`src/rtl/tdpc_pkg.sv`:
```
// ----------------------------------------------------------------------------
// tdpc_pkg
// shared types and constants of the trial-division prime counter
// ----------------------------------------------------------------------------
`default_nettype none

package tdpc_pkg;

    // width of the candidate port and of the running count
    localparam int unsigned CAND_W  = 32;
    localparam int unsigned COUNT_W = 32;

    localparam logic [COUNT_W-1:0] COUNT_MAX = {COUNT_W{1'b1}};

    // sequencer states
    typedef enum logic [1:0] {
        ST_IDLE  = 2'd0,
        ST_START = 2'd1,
        ST_WAIT  = 2'd2,
        ST_EMIT  = 2'd3
    } tdpc_state_t;

endpackage

`default_nettype wire

```
`src/rtl/tdpc_divider.sv`:
```
// ----------------------------------------------------------------------------
// tdpc_divider
// restoring divider, one quotient bit per cycle, gives quotient and remainder
// ----------------------------------------------------------------------------
`default_nettype none

module tdpc_divider #(
    parameter int unsigned WIDTH = 32
) (
    input  wire logic             aclk,
    input  wire logic             aresetn,
    input  wire logic             start,
    input  wire logic [WIDTH-1:0] dividend,
    input  wire logic [WIDTH-1:0] divisor,
    output logic      [WIDTH-1:0] quotient,
    output logic      [WIDTH-1:0] remainder,
    output logic                  done
);

    localparam int unsigned CW = $clog2(WIDTH);

    logic [WIDTH-1:0] quo_reg, quo_next;
    logic [WIDTH-1:0] rem_reg, rem_next;
    logic [WIDTH-1:0] dvs_reg, dvs_next;
    logic [CW-1:0]    cnt_reg, cnt_next;
    logic             busy_reg, busy_next;
    logic             done_reg, done_next;

    logic [WIDTH:0]   rem_shift;
    logic [WIDTH:0]   trial;
    logic             fits;

    always_comb begin
        rem_shift = {rem_reg, quo_reg[WIDTH-1]};
        trial     = rem_shift - {1'b0, dvs_reg};
        fits      = rem_shift >= {1'b0, dvs_reg};

        quo_next  = quo_reg;
        rem_next  = rem_reg;
        dvs_next  = dvs_reg;
        cnt_next  = cnt_reg;
        busy_next = busy_reg;
        done_next = 1'b0;

        if (start) begin
            quo_next  = dividend;
            rem_next  = '0;
            dvs_next  = divisor;
            cnt_next  = '0;
            busy_next = 1'b1;
        end else if (busy_reg) begin
            // shift one dividend bit in, subtract when it fits
            quo_next = {quo_reg[WIDTH-2:0], fits};
            rem_next = fits ? trial[WIDTH-1:0] : rem_shift[WIDTH-1:0];
            cnt_next = cnt_reg + 1'b1;
            if (cnt_reg == CW'(WIDTH - 1)) begin
                busy_next = 1'b0;
                done_next = 1'b1;
            end
        end
    end

    always_ff @(posedge aclk) begin
        if (!aresetn) begin
            busy_reg <= 1'b0;
            done_reg <= 1'b0;
            cnt_reg  <= '0;
        end else begin
            busy_reg <= busy_next;
            done_reg <= done_next;
            cnt_reg  <= cnt_next;
        end
    end

    always_ff @(posedge aclk) begin
        quo_reg <= quo_next;
        rem_reg <= rem_next;
        dvs_reg <= dvs_next;
    end

    assign quotient  = quo_reg;
    assign remainder = rem_reg;
    assign done      = done_reg;

endmodule

`default_nettype wire

```
`src/rtl/trial_division_prime_counter.sv`:
```
// ----------------------------------------------------------------------------
// trial_division_prime_counter
// primality test by trial division with a saturating running prime count
// ----------------------------------------------------------------------------
//  channel  | ports                               | carries
//  ---------+-------------------------------------+-------------------------------
//  input    | s_valid s_ready s_candidate[31:0]   | one candidate word
//  result   | m_valid m_ready m_is_prime          | verdict and running prime
//           | m_primes_found[31:0]                | count, one word per input
//
//  one candidate at a time; s_ready is high only while the sequencer is idle
//  zero, one, two and even words go from idle straight to ST_EMIT; an odd
//  word n runs one division per odd divisor tried, up to about floor(sqrt(n)) / 2
//  divisors, on the shared one-bit-per-cycle divider (NW = min(VALUE_WIDTH, 32))
//  a finished verdict waits in ST_EMIT while the result register is stalled
//  aresetn (synchronous) clears the sequencer, the result valid and the count
// ----------------------------------------------------------------------------
`default_nettype none

module trial_division_prime_counter #(
    parameter int unsigned VALUE_WIDTH = 32
) (
    input  wire logic                         aclk,
    input  wire logic                         aresetn,
    // input channel
    input  wire logic                         s_valid,
    output logic                              s_ready,
    input  wire logic [tdpc_pkg::CAND_W-1:0]  s_candidate,
    // result channel
    output logic                              m_valid,
    input  wire logic                         m_ready,
    output logic                              m_is_prime,
    output logic      [tdpc_pkg::COUNT_W-1:0] m_primes_found
);

    // width actually tested: the candidate port is only 32 bits wide
    localparam int unsigned NW = (VALUE_WIDTH < tdpc_pkg::CAND_W) ?
                                 VALUE_WIDTH : tdpc_pkg::CAND_W;

    tdpc_pkg::tdpc_state_t state_reg, state_next;

    logic [NW-1:0]                n_reg, n_next;       // value under test
    logic [NW-1:0]                d_reg, d_next;       // current odd divisor
    logic                         prime_reg, prime_next;
    logic                         m_valid_reg, m_valid_next;
    logic                         m_is_prime_reg, m_is_prime_next;
    logic [tdpc_pkg::COUNT_W-1:0] count_reg, count_next;

    logic [NW-1:0] cand;
    logic          div_start;
    logic [NW-1:0] div_quo;
    logic [NW-1:0] div_rem;
    logic          div_done;

    assign cand = s_candidate[NW-1:0];

    // shared divider: n / d and n % d for each trial divisor
    tdpc_divider #(
        .WIDTH (NW)
    ) u_div (
        .aclk      (aclk),
        .aresetn   (aresetn),
        .start     (div_start),
        .dividend  (n_reg),
        .divisor   (d_reg),
        .quotient  (div_quo),
        .remainder (div_rem),
        .done      (div_done)
    );

    always_comb begin
        state_next      = state_reg;
        n_next          = n_reg;
        d_next          = d_reg;
        prime_next      = prime_reg;
        m_valid_next    = m_valid_reg;
        m_is_prime_next = m_is_prime_reg;
        count_next      = count_reg;
        div_start       = 1'b0;
        s_ready         = 1'b0;

        // the consumer drains the result register independently
        if (m_valid_reg && m_ready) begin
            m_valid_next = 1'b0;
        end

        case (state_reg)
            tdpc_pkg::ST_IDLE: begin
                s_ready = 1'b1;
                if (s_valid) begin
                    n_next = cand;
                    d_next = NW'(3);
                    if (cand[NW-1:1] == '0) begin
                        // zero or one: not prime
                        prime_next = 1'b0;
                        state_next = tdpc_pkg::ST_EMIT;
                    end else if (cand == NW'(2)) begin
                        prime_next = 1'b1;
                        state_next = tdpc_pkg::ST_EMIT;
                    end else if (!cand[0]) begin
                        // even above two
                        prime_next = 1'b0;
                        state_next = tdpc_pkg::ST_EMIT;
                    end else begin
                        state_next = tdpc_pkg::ST_START;
                    end
                end
            end
            tdpc_pkg::ST_START: begin
                div_start  = 1'b1;
                state_next = tdpc_pkg::ST_WAIT;
            end
            tdpc_pkg::ST_WAIT: begin
                if (div_done) begin
                    if (d_reg > div_quo) begin
                        // d*d > n: no divisor left, prime
                        prime_next = 1'b1;
                        state_next = tdpc_pkg::ST_EMIT;
                    end else if (div_rem == '0) begin
                        prime_next = 1'b0;
                        state_next = tdpc_pkg::ST_EMIT;
                    end else begin
                        // d <= n/3 here, so d + 2 cannot wrap
                        d_next     = d_reg + NW'(2);
                        state_next = tdpc_pkg::ST_START;
                    end
                end
            end
            tdpc_pkg::ST_EMIT: begin
                // load the result register once it is free
                if (!m_valid_reg || m_ready) begin
                    m_valid_next    = 1'b1;
                    m_is_prime_next = prime_reg;
                    if (prime_reg && (count_reg != tdpc_pkg::COUNT_MAX)) begin
                        count_next = count_reg + 1'b1;
                    end
                    state_next = tdpc_pkg::ST_IDLE;
                end
            end
            default: begin
                state_next = tdpc_pkg::ST_IDLE;
            end
        endcase
    end

    always_ff @(posedge aclk) begin
        if (!aresetn) begin
            state_reg   <= tdpc_pkg::ST_IDLE;
            m_valid_reg <= 1'b0;
            count_reg   <= '0;
        end else begin
            state_reg   <= state_next;
            m_valid_reg <= m_valid_next;
            count_reg   <= count_next;
        end
    end

    // payload registers, no reset needed
    always_ff @(posedge aclk) begin
        n_reg          <= n_next;
        d_reg          <= d_next;
        prime_reg      <= prime_next;
        m_is_prime_reg <= m_is_prime_next;
    end

    assign m_valid        = m_valid_reg;
    assign m_is_prime     = m_is_prime_reg;
    assign m_primes_found = count_reg;

endmodule

`default_nettype wire

```
`config.mk`:
```
export PLATFORM = sky130hd
export DESIGN_NAME = trial_division_prime_counter
export DESIGN_NICKNAME = d
export VERILOG_FILES = /design/src/rtl/tdpc_pkg.sv /design/src/rtl/tdpc_divider.sv /design/src/rtl/trial_division_prime_counter.sv
export SDC_FILE = /design/constraint.sdc
export NUM_CORES = 1
export LEC_CHECK = 0
export BUFFER_PORTS_ARGS = -buffer_cell sky130_fd_sc_hd__clkbuf_2
export CAP_MARGIN = 10
export CORE_MARGIN = 2
export CORE_UTILIZATION = 55
export DETAILED_ROUTE_END_ITERATION = 8
export GPL_ROUTABILITY_DRIVEN = 1
export PLACE_DENSITY = 0.73
export SLEW_MARGIN = 0
export SYNTH_ARGS = -nofsm -noshare
export SYNTH_HDL_FRONTEND = slang
export SYNTH_SLANG_ARGS = --single-unit
export TNS_END_PERCENT = 30
```
`constraint.sdc`:
```
create_clock -name aclk -period 8.5 [get_ports aclk]
set_clock_uncertainty 0.1 [all_clocks]
set_input_delay 0.85 -clock aclk [delete_from_list [all_inputs] [get_ports aclk]]
set_output_delay 0.85 -clock aclk [all_outputs]
set_load 0.01 [all_outputs]
```
==> results of run 1 <==
stage by stage:
stage                     utilization  instances
after detailed placement        0.591       1418
after CTS                       0.628       1459
final                           0.628       1459
after global placement          0.591       1418
after floorplan                     -       1119
after global routing            0.628       1459
routing by layer:
layer / share of wire / vias to the layer above / GRT usage
met3: 0.048 / 30 / 0.0301
met5: 0 / - / 0
met2: 0.45 / 190 / 0.336
met1: 0.48 / 3819 / 0.308
li1: - / 4113 / -
met4: 0.019 / 0 / 0.0490
logic make-up after synthesis:
kind of cell / after synthesis / share of synthesized area
adder cells (fa/ha/maj): 68 / 0.0776
buffers and inverters: 122 / 0.0466
XOR/XNOR: 83 / 0.0657
AND/OR/NAND/NOR: 408 / 0.180
multiplexers: 9 / 0.00837
flip-flops: 202 / 0.481
AO/OA/AOI/OAI: 227 / 0.141
power groups by stage:
stage	Clock, mW	Sequential, mW	Combinational [mW]
after floorplan	0	1.33	1.15
after global placement	0	1.38	1.33
after detailed placement	0	1.38	1.34
after CTS	0.980	1.36	1.35
after global routing	1.02	1.39	1.53
final	0.961	1.37	1.36
final timing paths:
check | slack [ps] | endpoint | start | cells after the start
max | 5180 | u_div.remainder[22]$_SDFFE_PP0P_ | u_div.remainder[0]$_SDFFE_PP0P_ | 10
min | 380 | m_is_prime$_DFFE_PP_ | prime_reg$_DFFE_PP_ | 0
max reg2reg | 5180 | u_div.remainder[22]$_SDFFE_PP0P_ | u_div.remainder[0]$_SDFFE_PP0P_ | 10
min reg2reg | 380 | m_is_prime$_DFFE_PP_ | prime_reg$_DFFE_PP_ | 0
cells in the mapped netlist (all sizes together), types with 4 or more instances:
cell type,number
nand2,139
ha,67
xor2,35
a311oi,12
and3,19
nor4,17
nand3,33
or3,6
clkbuf,29
a21oi,54
inv,79
o21a,4
buf,13
xnor2,48
edfxtp,128
a31oi,11
nand2b,6
nor3,14
nor2,87
nor2b,12
a21boi,7
a211oi,9
nand4,31
mux2i,7
and4,6
a21o,25
o21ai,70
and2,31
o211ai,6
dfxtp,74
o21bai,8
worst max-delay path, stage by stage (launching register included):
cell	delay (ps)
dfxtp_1	360
ha_1	350
a211oi_1	100
o31ai_2	430
o2111ai_1	210
a21oi_2	300
nor2_8	70
a21oi_4	660
mux2_2	410
mux2i_1	130
nor2_1	60
cell usage in the layout, fill, tap and decap left out, types with 6 or more instances in the layout:
cell type	Yosys	layout
nand2_1	139	139
edfxtp_1	128	128
nor2_1	85	84
inv_1	79	79
dfxtp_1	74	73
clkbuf_2	0	70
ha_1	67	67
o21ai_0	66	66
a21oi_1	49	49
xnor2_1	48	48
xor2_1	35	35
nand3_1	32	32
nand4_1	31	31
and2_1	31	31
a21o_1	24	24
clkbuf_16	0	23
and3_1	18	18
nor4_1	16	16
nor3_1	14	14
nor2b_1	12	12
a31oi_1	11	11
a211oi_1	9	9
a311oi_1	8	8
o21bai_1	7	7
mux2i_1	7	7
nand2b_1	6	6
o211ai_1	6	6
or3_1	6	6
a21boi_0	6	6
and4_1	6	6
clkbuf_1	29	6
buf_4	2	6
final cells by class:
| cell class | instances | area (sq um) |
|---|---|---|
| fillers | 1645 | 7280 |
| flip-flops and latches | 202 | 5330 |
| multi-input cells | 795 | 5230 |
| clock buffers | 29 | 598 |
| repair buffers | 76 | 395 |
| well taps | 265 | 332 |
| inverters | 80 | 302 |
| clock inverters | 12 | 129 |
==> run_results.csv, run 1 <==
group,metric,value,unit
setup_path,endpoint_kind,"register",
pwr,combPwrFrac,0.368,
floorplanning,start_util,0.565,
synthesis,netlist_instances,1119,
timing,setup_viol,0,
timing,rsz0062_at_grt,"no",
synthesis,yosysWarnings,0,
placement,place_area,11600,sq um
clocking,clk_pin_slew,60,ps
final_layout,nets,1282,
synthesis,synth_cell_types,75,
drt,dr.pass1.iters,5,
drt,wl_per_cell,15.5,um
drt,ant_nets,0,
global_routing,grt_max_degree,67,
synthesis,synth_edf_count,128,
clocking,clock_latency,530,ps
setup_path,worstSetupPathType,"reg -> reg",
setup_path,required,8780,ps
pwr,ir_worst_vdd,0.000175,V
final_layout,final_area,12300,sq um
setup_path,cp-start-kind,"register",
pwr,p_int,2.32,mW
floorplanning,boundaryPins,71,
timing,slew_headroom,0.203,
hold_path,hp-class,"reg -> reg",
floorplanning,die_h,146,um
final_layout,area_growth,11.2,%
synthesis,ys_ff_latch,202,
final_layout,n_antenna_cell,0,
synthesis,async_flop_share,0,
timing,fin_crit_sh,0.390,
placement,post-place-ws,5190,ps
setup_path,crit_fanout,27,
clocking,cts_buffers,23,
clocking,cts_hold_buf,0,
synthesis,syn-cell-area,11100,sq um
final_layout,drive_gt1_frac,0.119,
drt,drt_iter0_markers,496,
drt,via_per_inst,5.59,
pwr,power_frac_seq,0.371,
clocking,cts_setup_buffers,0,
timing,tns,0,ps
pwr,cellLeakagePower,4.92,nW
job,cap_violations,0,
clocking,clockBufferDepth,3,
pwr,p_clk_frac,0.261,
timing,holdWs,375,ps
synthesis,ys_seq_area_frac,0.481,
setup_path,worstPathArrival,3600,ps
clocking,root_buffer,"clkbuf_16",
global_routing,grt.total_usage,0.211,
timing,worst_slack,5180,ps
drt,route.detailed.drc,0,
timing,worst_pin_slew,1200,ps
global_routing,grt_pass1_wl,37400,um
global_routing,overflow,0,
placement,dp_hpwl,15800,um
floorplanning,core-area,19600,sq um
pwr,switchingPower,1.36,mW
timing,hold_viol_final,0,
clocking,htreeDepth,1,
timing,fmax,302,MHz
synthesis,ys.flop_type,"edfxtp_1",
pwr,power.density,299,nW/um^2
pwr,switching_share,0.370,
global_routing,grt_pass1_vias,7484,
drt,num_vias,8152,
synthesis,synth_area_leaders,"edfxtp_1, dfxtp_1, ha_1, nand2_1, xnor2_1",
pwr,total_power,3.68,mW
drt,wirelength,22600,um
global_routing,antenna_found_initial,0,
placement,io_buffers,70,
floorplanning,dieArea,21300,sq um
synthesis,syn_avg_cell_area,9.89,sq um
floorplanning,std_cell_rows,51,
timing,min_period,3320,ps
clocking,cts_tree,"yes",
synthesis,syn_nets,1223,
synthesis,netlist.area_leader.share,0.347,
outcome,status,"finished, final reports clean",
floorplanning,die_width,146,um
synthesis,yosys.area.top_type,"edfxtp_1",
timing,slew_viol_final,0,
clocking,post_cts_resized,0,
placement,gp_congestion,0.897,
clocking,clkSinkCount,202,
No activity file was read; power rests on OpenSTA's default activity.
==> inputs of run 2 (changes only) <==
--- a/config.mk
+++ b/config.mk
@@ -5,6 +5,7 @@
 export SDC_FILE = /design/constraint.sdc
 export NUM_CORES = 1
 export LEC_CHECK = 0
+export ABC_AREA = 1
 export BUFFER_PORTS_ARGS = -buffer_cell sky130_fd_sc_hd__clkbuf_2
 export CAP_MARGIN = 10
 export CORE_MARGIN = 2
==> constraint.sdc (replaced) <==
create_clock -name aclk -period 3.3 [get_ports aclk]
set_clock_uncertainty 0.1 [all_clocks]
set_input_delay 0.33 -clock aclk [delete_from_list [all_inputs] [get_ports aclk]]
set_output_delay 0.33 -clock aclk [all_outputs]
set_load 0.01 [all_outputs]
==> run 2 against run 1 <==
Net effect:
- sequential power grew to 3.1 times the previous value
- combinational power rose to 2.8 times the previous value
- sequential share of layout area down 6.2 points
- global-route usage is 5.4 points higher
- area after synthesis increased by 14%
- design area rose by 17%
==> run_results.csv, run 2 <==
group,metric,value,unit
floorplanning,start_util,0.558,
final_layout,fillers,1986,
pwr,power.density,760,nW/um^2
synthesis,syn-cell-area,12600,sq um
drt,route.detailed.drc,0,
synthesis,synth_most_common_cell,"nand2_1",
synthesis,netlist.area_leader.share,0.305,
setup_path,required,3360,ps
global_routing,antenna_found_initial,0,
placement,io_buffers,70,
setup_path,cp-start-kind,"register",
clocking,cts_buffers,24,
synthesis,synth_edf_count,128,
floorplanning,core-area,22600,sq um
final_layout,drive_gt1_frac,0.0942,
final_layout,nets,1880,
pwr,total_power,10.9,mW
outcome,status,"finished, final reports clean",
final_layout,area_growth,13.9,%
placement,gp_congestion,0.939,
setup_path,worstSetupPathType,"reg -> reg",
setup_path,endpoint_kind,"register",
drt,ant_nets,0,
pwr,ir_worst_vdd,0.000574,V
pwr,cellLeakagePower,6.54,nW
final_layout,final_cell_mix,"nand2_1, inv_1, edfxtp_1",
timing,hold_viol_final,0,
synthesis,netlist_instances,1670,
drt,met1_length,14500,um
timing,rsz0062_at_grt,"no",
floorplanning,die_h,155,um
drt,dr.pass1.iters,6,
final_layout,n_antenna_cell,0,
timing,slew_headroom,0.410,
synthesis,async_flop_share,0,
synthesis,synth_commonest_cells,"nand2_1, inv_1, edfxtp_1, nor2_1, a21oi_1",
global_routing,grt_max_degree,92,
clocking,htreeDepth,1,
synthesis,synth_area_leaders,"edfxtp_1, nand2_1, dfxtp_1, inv_1, ha_1",
synthesis,syn_nets,1774,
timing,slew_viol_final,0,
floorplanning,boundaryPins,71,
floorplanning,std_cell_rows,55,
placement,post-place-ws,417,ps
drt,dr_wl_met3,2140,um
drt,wl_per_cell,15.4,um
global_routing,grt_pass1_vias,10500,
drt,num_vias,11200,
synthesis,syn_avg_cell_area,7.55,sq um
timing,worst_pin_slew,886,ps
timing,fmax,348,MHz
floorplanning,dieArea,24100,sq um
drt,dr.max_layer_used,"met4",
clocking,clkSinkCount,202,
synthesis,ys.flop_type,"edfxtp_1",
setup_path,crit_fanout,31,
synthesis,yosysWarnings,0,
placement,dp_hpwl,23000,um
clocking,root_buffer,"clkbuf_16",
job,cap_violations,0,
clocking,cts_tree,"yes",
timing,worst_slack,425,ps
hold_path,hp-class,"in -> reg",
timing,fin_crit_sh,0.871,
timing,tns,0,ps
final_layout,utilization,0.636,
synthesis,ys_ff_latch,202,
floorplanning,die_width,155,um
clocking,clockBufferDepth,3,
synthesis,ys_seq_area_frac,0.422,
final_layout,final_common_cell,"nand2_1",
clocking,clk_pin_slew,60,ps
clocking,cts_setup_buffers,0,
synthesis,synth_cell_types,48,
drt,wl_met2,14400,um
clocking,clock_latency,530,ps
global_routing,grt_pass1_wl,52000,um
global_routing,overflow,0,
global_routing,grt.total_usage,0.266,
final_layout,multi_input_area,6110,sq um
timing,holdWs,68.1,ps
timing,min_period,2870,ps
drt,drt_iter0_markers,879,
drt,wirelength,32000,um
final_layout,final-seq-area,5330,sq um
timing,setup_viol,0,
drt,via_per_inst,5.40,
synthesis,yosys.area.top_type,"edfxtp_1",
setup_path,worstPathArrival,2940,ps
run 2: repair_timing:
item	4_1_cts	5_1_grt
resized for setup	0	0
endpoints found under the hold margin	35	0
hold buffers	33	0
run 2: critical path, cell delays in order, from the launching register on:
cell	delay [ps]
edfxtp_1	500
inv_1	120
ha_1	310
nand2_1	90
nor2_1	130
nand4_1	100
nor2_1	210
nand4_1	200
nand2_1	170
nand2_1	90
a21oi_2	110
buf_4	370
run 2: power by group:
group | total (mW) | internal (mW) | switching [mW]
registers | 4.29 | 3.73 | 0.558
clock network | 2.79 | 1.73 | 1.06
logic | 3.83 | 1.25 | 2.58
run 2: kinds of logic after synthesis:
logic type / share of synthesized area
AND/OR/NAND/NOR: 0.308
AO/OA/AOI/OAI: 0.0772
XOR/XNOR: 0.0299
adder cells (fa/ha/maj): 0.0681
buffers and inverters: 0.0945
flip-flops: 0.422
run 2: final timing paths:
path,end,slack [ps],cells past startpoint,from
setup / recovery,d_reg[26]$_SDFFCE_PN0P_,430,11,u_div.quotient[31]$_DFFE_PP_
hold / removal,m_valid$_SDFF_PN0_,70,4,m_ready
hold reg to reg,u_div.remainder[16]$_SDFFE_PP0P_,370,2,u_div.remainder[16]$_SDFFE_PP0P_
setup reg to reg,d_reg[26]$_SDFFCE_PN0P_,430,11,u_div.quotient[31]$_DFFE_PP_
run 2: through the flow:
| stage | instances | instance area [sq um] |
|---|---|---|
| 6_report | 2079 | 14400 |
| 5_1_grt | 2079 | 14400 |
| 4_1_cts | 2079 | 14400 |
| 3_5_place_dp | 2002 | 13200 |
| 3_3_place_gp | 2002 | 13200 |
| 2_1_floorplan | 1670 | 12600 |
run 2: final cells by class:
type | count | area share
multi-input cells | 1176 | 0.426
flip-flops and latches | 202 | 0.371
inverters | 258 | 0.0676
repair buffers | 114 | 0.0532
clock buffers | 30 | 0.0434
well taps | 285 | 0.0248
clock inverters | 14 | 0.0145
run 2: layer usage:
| layer | vias to the layer above | GRT usage |
|---|---|---|
| li1 | 5655 | - |
| met1 | 5131 | 0.373 |
| met2 | 376 | 0.430 |
| met3 | 69 | 0.0354 |
| met4 | 0 | 0.0830 |
| met5 | - | 0 |
==> inputs of run 3 (changes only) <==
--- a/config.mk
+++ b/config.mk
@@ -12,6 +12,7 @@
 export CORE_UTILIZATION = 55
 export DETAILED_ROUTE_END_ITERATION = 8
 export GPL_ROUTABILITY_DRIVEN = 1
+export MAX_ROUTING_LAYER = met4
 export PLACE_DENSITY = 0.73
 export SLEW_MARGIN = 0
 export SYNTH_ARGS = -nofsm -noshare
==> run 3 against run 2 <==
Net effect:
- non-clock buffer count unchanged
- via count up 0.15%
- critical path depth unchanged
- combinational power about the same
- setup slack better by 48 ps
- total power up 0.74%
- design area up 0.25%
- largest power group unchanged
==> run_results.csv, run 3 (synthesis gave the netlist of run 2 again) <==
group,metric,value,unit
setup_path,endpoint,"d_reg[12]$_SDFFCE_PN0P_",
outcome,status,"finished, final reports clean",
timing,fmax,354,MHz
setup_path,worstPathArrival,2890,ps
global_routing,grt_pass1_wl,52400,um
floorplanning,core-area,22600,sq um
timing,slew_headroom,0.395,
timing,setup_viol,0,
hold_path,min_from,"m_ready",
global_routing,grt_pass1_vias,10500,
pwr,power.density,764,nW/um^2
pwr,cellLeakagePower,6.56,nW
placement,dp.cells,2002,
floorplanning,die_h,155,um
floorplanning,boundaryPins,71,
clocking,post_cts_resized,0,
drt,ant_nets,0,
final_layout,final_common_cell,"nand2_1",
setup_path,cp-start-kind,"register",
final_layout,final-seq-area,5330,sq um
setup_path,rr_startpoint,"u_div.quotient[31]$_DFFE_PP_",
hold_path,hp-class,"in -> reg",
drt,route.detailed.drc,0,
setup_path,critPathLaunch,"u_div.quotient[31]$_DFFE_PP_",
job,cap_violations,0,
clocking,root_buffer,"clkbuf_16",
clocking,cts_tree,"yes",
floorplanning,std_cell_rows,55,
final_layout,fillers,1958,
final_layout,n_antenna_cell,0,
floorplanning,die_width,155,um
final_layout,final_area,14400,sq um
global_routing,overflow,0,
clocking,clock_latency,520,ps
timing,holdWs,98.3,ps
timing,hold_viol_final,0,
timing,rsz0062_at_grt,"no",
placement,place_area,13200,sq um
setup_path,required,3360,ps
timing,tns,0,ps
setup_path,rrSetupSlack,470,ps
setup_path,crit_fanout,31,
timing,worst_pin_slew,907,ps
global_routing,grt.total_usage,0.275,
clocking,clk_pin_slew,60,ps
placement,gp_congestion,0.950,
global_routing,antenna_found_initial,0,
final_layout,nets,1880,
drt,wl_per_cell,15.4,um
setup_path,timing.rr.end,"d_reg[12]$_SDFFCE_PN0P_",
setup_path,reg2regPathDepth,11,
setup_path,endpoint_kind,"register",
placement,dp_hpwl,23300,um
clocking,htreeDepth,1,
pwr,ir_worst_vdd,0.000442,V
clocking,cts_buffers,24,
timing,min_period,2830,ps
clocking,clkSinkCount,202,
drt,dr.pass1.iters,5,
drt,drt_iter0_markers,829,
final_layout,multi_input_area,6110,sq um
floorplanning,start_util,0.558,
final_layout,drive_gt1_frac,0.0959,
floorplanning,dieArea,24100,sq um
timing,slew_viol_final,0,
drt,num_vias,11200,
final_layout,fin_cells,2079,
hold_path,min_path_cells,4,
setup_path,worstSetupPathType,"reg -> reg",
drt,wirelength,32100,um
drt,via_per_inst,5.41,
timing,fin_crit_sh,0.857,
global_routing,grt_max_degree,92,
final_layout,final_cell_mix,"nand2_1, inv_1, edfxtp_1",
placement,io_buffers,70,
clocking,clockBufferDepth,3,
final_layout,area_growth,14.2,%
## run 3: cell count changes in the layout (fill, tap and decap cells not counted)
cell,previous run,this run
clkinv_2,3,4
clkinv_4,0,1
clkinv_8,1,0
clkbuf_16,24,26
clkbuf_1,6,3
## run 3: cell type report
type	instances	area share
well taps	285	0.0248
clock buffers	29	0.0460
repair buffers	114	0.0530
multi-input cells	1176	0.424
flip-flops and latches	202	0.370
clock inverters	15	0.0143
inverters	258	0.0675
## run 3: report_power, final
| part | leakage, nW | internal (mW) | total, mW | switching, mW |
|---|---|---|---|---|
| registers | 1.82 | 3.73 | 4.30 | 0.561 |
| clock network | 0.419 | 1.82 | 2.87 | 1.05 |
| logic | 4.32 | 1.24 | 3.83 | 2.59 |
| total | 6.56 | 6.80 | 11.0 | 4.20 |
## run 3: how the worst min path moves through the flow
| stage | endpoint |
|---|---|
| 2_1_floorplan | m_is_prime$_DFFE_PP_ |
| 3_3_place_gp | u_div.cnt_reg[4]$_SDFFE_PP0P_ |
| 3_5_place_dp | u_div.remainder[19]$_SDFFE_PP0P_ |
| 4_1_cts | m_valid$_SDFF_PN0_ |
| 5_1_grt | m_is_prime$_DFFE_PP_ |
| 6_report | m_valid$_SDFF_PN0_ |
## run 3: worst max-delay path, cell delays in order (launching register included)
cell	delay [ps]
edfxtp_1	510
inv_1	120
ha_1	310
nand2_1	90
nor2_1	120
nand4_1	120
nor2_1	180
nand4_1	170
nand2_1	160
nand2_1	90
a21oi_2	120
buf_4	390
## run 3: routing by layer
layer  routed length, um  track usage  vias to the layer above  part of all wire
li1                    -            -                     5644                 -
met1               14500        0.376                     5147              0.45
met2               14500        0.437                      382              0.45
met3                2120       0.0284                       75             0.066
met4                 958       0.0799                        0             0.030
met5                   0            -                        -                 0
## run 3: through the flow
stage / total power [mW] / util / setup WS [ps]
6_report: 11.0 / 0.638 / 473
5_1_grt: 11.7 / 0.638 / 274
4_1_cts: 11.0 / 0.638 / 461
3_5_place_dp: 8.08 / 0.585 / 469
3_3_place_gp: 7.94 / 0.585 / 514
2_1_floorplan: 6.93 / - / 148
## run 3: timing repair
item | in CTS | in global routing
hold endpoints to repair | 35 | 0
hold buffers | 33 | 0
buffers inserted | 0 | 0
